### src/hdl/assert_macros.svh
// Assertion helpers used by the allocator module.
`ifndef ASSERT_MACROS_SVH
`define ASSERT_MACROS_SVH

`ifndef SYNTHESIS

// A condition that must hold at every clock edge outside reset.
`define BPA_ASSERT(lbl, clk, rst_n, prop) \
    lbl: assert property (@(posedge clk) disable iff (!rst_n) (prop)) \
        else $error("allocator assertion failed");

// A consequence that must hold whenever its antecedent does.
`define BPA_ASSERT_IMPL(lbl, clk, rst_n, ante, cons) \
    lbl: assert property (@(posedge clk) disable iff (!rst_n) (ante) |-> (cons)) \
        else $error("allocator assertion failed");

`else

`define BPA_ASSERT(lbl, clk, rst_n, prop)
`define BPA_ASSERT_IMPL(lbl, clk, rst_n, ante, cons)

`endif

`endif

### src/hdl/bpa_pkg.sv
package bpa_pkg;

    localparam int NUM_PAGES  = 16384;
    localparam int PAGE_BYTES = 4096;
    localparam int PAGE_SHIFT = $clog2(PAGE_BYTES);
    localparam int WORD_BITS  = 32;
    localparam int BIT_W      = $clog2(WORD_BITS);
    localparam int MAP_WORDS  = NUM_PAGES / WORD_BITS;
    localparam int WORD_AW    = $clog2(MAP_WORDS);
    localparam int PAGE_W     = $clog2(NUM_PAGES);
    localparam int CNT_W      = 15;
    localparam int KB_W       = 17;
    localparam int ADDR_W     = 32;
    localparam int OUT_ADDR_W = 26;

    // The low 2 MB are reserved at init.
    localparam int LOW_PAGES  = 32'h0020_0000 / PAGE_BYTES;
    localparam int LOW_WORDS  = LOW_PAGES / WORD_BITS;

    typedef enum logic [1:0] {
        REQ_ALLOC = 2'd0,
        REQ_FREE  = 2'd1,
        REQ_INIT  = 2'd2,
        REQ_NOP   = 2'd3
    } t_req;

    typedef enum logic [1:0] {
        STS_OK           = 2'd0,
        STS_OUT_OF_MEM   = 2'd1,
        STS_OUT_OF_RANGE = 2'd2,
        STS_ALREADY_FREE = 2'd3
    } t_status;

    typedef enum logic [1:0] {
        ST_IDLE,
        ST_INIT,
        ST_SCAN,
        ST_FREE
    } t_state;

    typedef struct packed {
        logic             found;
        logic [BIT_W-1:0] idx;
    } t_find;

endpackage

### src/hdl/bpa_find_free.sv
module bpa_find_free (
    input  logic [bpa_pkg::WORD_BITS-1:0] i_word,
    input  logic [bpa_pkg::CNT_W-1:0]     i_pages_left,
    output bpa_pkg::t_find                o_find
);
    import bpa_pkg::*;

    logic [WORD_BITS-1:0] limit_mask;
    logic [WORD_BITS-1:0] free_bits;

    // Bits at or above the page count are not real pages and never count as free.
    always_comb begin
        if (i_pages_left >= CNT_W'(WORD_BITS)) begin
            limit_mask = '1;
        end else begin
            limit_mask = (WORD_BITS'(1) << i_pages_left[BIT_W-1:0]) - WORD_BITS'(1);
        end
        free_bits = ~i_word & limit_mask;
    end

    always_comb begin
        o_find.found = |free_bits;
        o_find.idx   = '0;
        for (int b = WORD_BITS - 1; b >= 0; b--) begin
            if (free_bits[b]) begin
                o_find.idx = BIT_W'(b);
            end
        end
    end

endmodule

### config.mk
export PLATFORM = sky130hd
export DESIGN_NAME = bpa_find_free
export DESIGN_NICKNAME = d
export VERILOG_FILES = /design/src/hdl/assert_macros.svh /design/src/hdl/bpa_pkg.sv /design/src/hdl/bpa_find_free.sv
export SDC_FILE = /design/constraint.sdc
export NUM_CORES = 1
export LEC_CHECK = 0
export BUFFER_PORTS_ARGS = -buffer_cell sky130_fd_sc_hd__buf_4
export CORE_UTILIZATION = 47
export DETAILED_ROUTE_END_ITERATION = 7
export GPL_TIMING_DRIVEN = 0
export PLACE_DENSITY = 0.88
export SLEW_MARGIN = 20
export SYNTH_ARGS = -nofsm -noshare
export SYNTH_HDL_FRONTEND = slang
export SYNTH_SLANG_ARGS = --single-unit
### constraint.sdc
create_clock -name vclk -period 2.6
set_input_delay 0 -clock vclk [all_inputs]
set_output_delay 0 -clock vclk [all_outputs]
set_load 0.005 [all_outputs]
==> summary.txt <==
Flow run
  – Max_cap viols: 0

Worst setup path
  – Largest delay contributor family on the critical path: simple AND/OR/NAND/NOR gates
  – CP Launch Point: i_pages_left[4]
  – Worst Path Max Fanout: 6
  – Worst EP arrival: 2960 ps
  – Crit start category: primary input
  – Peak per-stage delay on the critical path: 420 ps
  – Crit. End Element: output port
  – Slowest cell on crit path: nor4_1
  – CP cell instances: buf_12 -> nor4_4 -> nand2_2 -> ha_4 -> buf_8 -> clkbuf_8 -> nor4_1 -> o21ai_0 -> and3_1 -> o21a_1 -> a2111o_1 -> o21ai_1 -> nand2_1 -> buf_4
  – Critical path type: in -> out
  – CP Data Required Time: 2600 ps
  – WP buf/inv: 4

Final layout
  – P&R area growth vs syn: 77.8%
  – Diodes inserted: 0
  – Clk_buf instances: 0
  – Share of cells above drive strength 1: 0.496
  – Commonest cells after routing, fill and taps aside: 66 x buf_4, 18 x nor2_1, 12 x a21oi_1, 8 x nand2_1, 8 x o21ai_0
  – Commonest non-fill, non-tap cell in the layout: buf_4
  – FFs & Latches: 0
  – Final net count: 322
  – Sequential cell area: 0 um^2
  – Util after Layout: 0.907
  – Design area: 2310 um^2

Floorplanning
  – Die H: 54.5 um
  – Num rows: 18
  – Initial core utilization: 0.510
  – Die X: 54.5 um
  – Ports: 53
  – Die area: 2970 um^2
  – Core ar.: 2540 um^2

Global route
  – Vias in the first global route: 2,092
  – Largest net degree at the start of global routing: 12
  – GRT Overall Usage: 0.478
  – First-pass GRT wire length: 10.1 mm
  – Global route overflow: 0
  – Initial antenna violation count: 0

Power
  – Internal power: 0.000147 W
  – Reg power frac: 0
  – Pwr/cell area: 141 nW/um^2
  – Worst-case vdd ir drop: 0.137 mV
  – Psw: 0.000179 W
  – Pleak: 0.879 nW
  – Clk network pwr share: 0
  – Switching Share: 0.548
  – Logic gate share of total power: 1.000
  – Power, Total: 0.000326 W

Timing
  – Setup tns final: -1500 ps
  – RSZ-0062 raised after global routing: true
  – Hold Slack: 557 ps
  – Slew HR: 0.454
  – Slew of the pin with the lowest slew margin: 809 ps
  – Final period util: 1.14
  – Crit path time final: 2960 ps
  – Fmax: 0.338 GHz
  – Hold Vio Cnt, Final: 0
  – Count of pins over their slew limit: 0
  – Final setup fails: 6
  – Setup ws final: -361 ps

Yosys
  – Post-synthesis compound-gate area fraction: 0.496
  – Post-synthesis sequential area ratio: 0
  – Gate Count Post-Synth: 202
  – Synth Area in Adders: 0.00964
  – Synthesized Nets: 250
  – Distinct cells, synth: 59
  – Simple-gate share of the synthesized area: 0.421
  – Mux contribution to synthesized area: 0.00868
  – Avg Cell Area, Syn: 6.42 um^2
  – Largest family of logic cells by synthesized area: compound AO/OA/AOI/OAI gates
  – XOR/XNOR Fraction of Synth Area: 0
  – Synth Cell Area: 1300 um^2
  – Synth warn: 0

Route
  – Residual DRC: 0
  – Vias: 2,490
  – Via/cell ratio: 8.25
  – DRT Pass-1 Iters: 6
  – WL/cell: 26.5 um
  – 1st-iter DRT viols: 296
  – Post-Route WL: 8.00 mm
  – Remaining antenna violation count: 0

Place
  – Placed Instance Area: 1740 um^2
  – Post-DP HPWL: 3.66 mm
  – Placer Congestion: 0.959
  – IO Port Bufs: 53

Hold path
  – Hold Startpoint: i_word[0]
  – Hold/Removal Path Class: in -> out

Run status
  – Failing checks: negative setup slack
  – Outcome: finished, violations left

CTS
  – Hold-fix buffers, CTS: 0
==> stage by stage <==
step | std cells | setup WS (ps)
floorplan | 202 | 20.0
global placement | 285 | -778
detailed placement | 285 | -788
CTS | 299 | -0.487
global route | 302 | -414
finish | 302 | -361
==> layer usage <==
metal | global-route usage | vias to the layer above | share of wire
met4 | 0.312 | 0 | 0.11
met2 | 0.742 | 328 | 0.43
li1 | - | 969 | -
met5 | 0.0625 | - | 0
met3 | 0.194 | 125 | 0.15
met1 | 0.529 | 1068 | 0.31
==> logic make-up (layout without fill, tap and decap cells) <==
logic type	Yosys count	count (layout)
buffers and inverters	21	91
multiplexers	1	1
adder cells (fa/ha/maj)	1	1
AO/OA/AOI/OAI	87	87
AND/OR/NAND/NOR	92	92
==> cell usage after synthesis, types with 2 or more instances <==
cell	number	area [um^2]
o31ai_1	4	30.0
nand2b_1	3	18.8
or4_4	2	22.5
a31o_1	2	17.5
a31oi_1	7	43.8
o21a_1	4	30.0
a22oi_1	3	22.5
buf_1	4	15.0
or2_2	5	31.3
nand2_1	12	45.0
a41oi_1	5	43.8
buf_2	4	20.0
nor4_2	2	25.0
inv_1	6	22.5
and2_1	3	18.8
o21bai_1	3	22.5
o22ai_1	2	12.5
nand4bb_1	2	22.5
or4_1	4	30.0
nor4_1	5	31.3
nor2b_1	6	37.5
clkbuf_1	7	26.3
o221ai_1	3	26.3
o21ai_0	9	45.0
nor3_1	9	45.0
nand3_1	4	20.0
a211oi_1	5	37.5
o211ai_1	6	45.0
nor2_1	22	82.6
and3_1	2	12.5
o21ai_1	3	15.0
a21o_1	2	15.0
o41ai_1	2	17.5
a221oi_1	4	35.0
a21oi_1	12	60.1
==> cell type report <==
type | count | area (um^2)
Timing Repair Buffer | 75 | 628
Fill cell | 100 | 238
Tap cell | 30 | 37.5
Inverter | 6 | 22.5
Buffer | 10 | 128
Multi-Input combinational cell | 181 | 1490
==> worst paths after layout <==
path	to	slack, ps	cells after the start
setup / recovery	o_find[0]	-360	14
hold / removal	o_find[1]	560	6
==> power groups by stage <==
stage	Clock (W)	Sequential (W)	Combinational [W]
5_1_grt	0	0	0.000338
6_report	0	0	0.000326
2_1_floorplan	0	0	0.000115
3_3_place_gp	0	0	0.000208
3_5_place_dp	0	0	0.000212
4_1_cts	0	0	0.000264
==> what timing repair did <==
action	in CTS	in global routing
pin swaps	11	17
endpoints found under the hold margin	0	0
endpoints found under the setup margin	6	6
resized for setup	52	48
cloned	1	0
setup buffers	14	7
(Power assumes the default switching activity.)
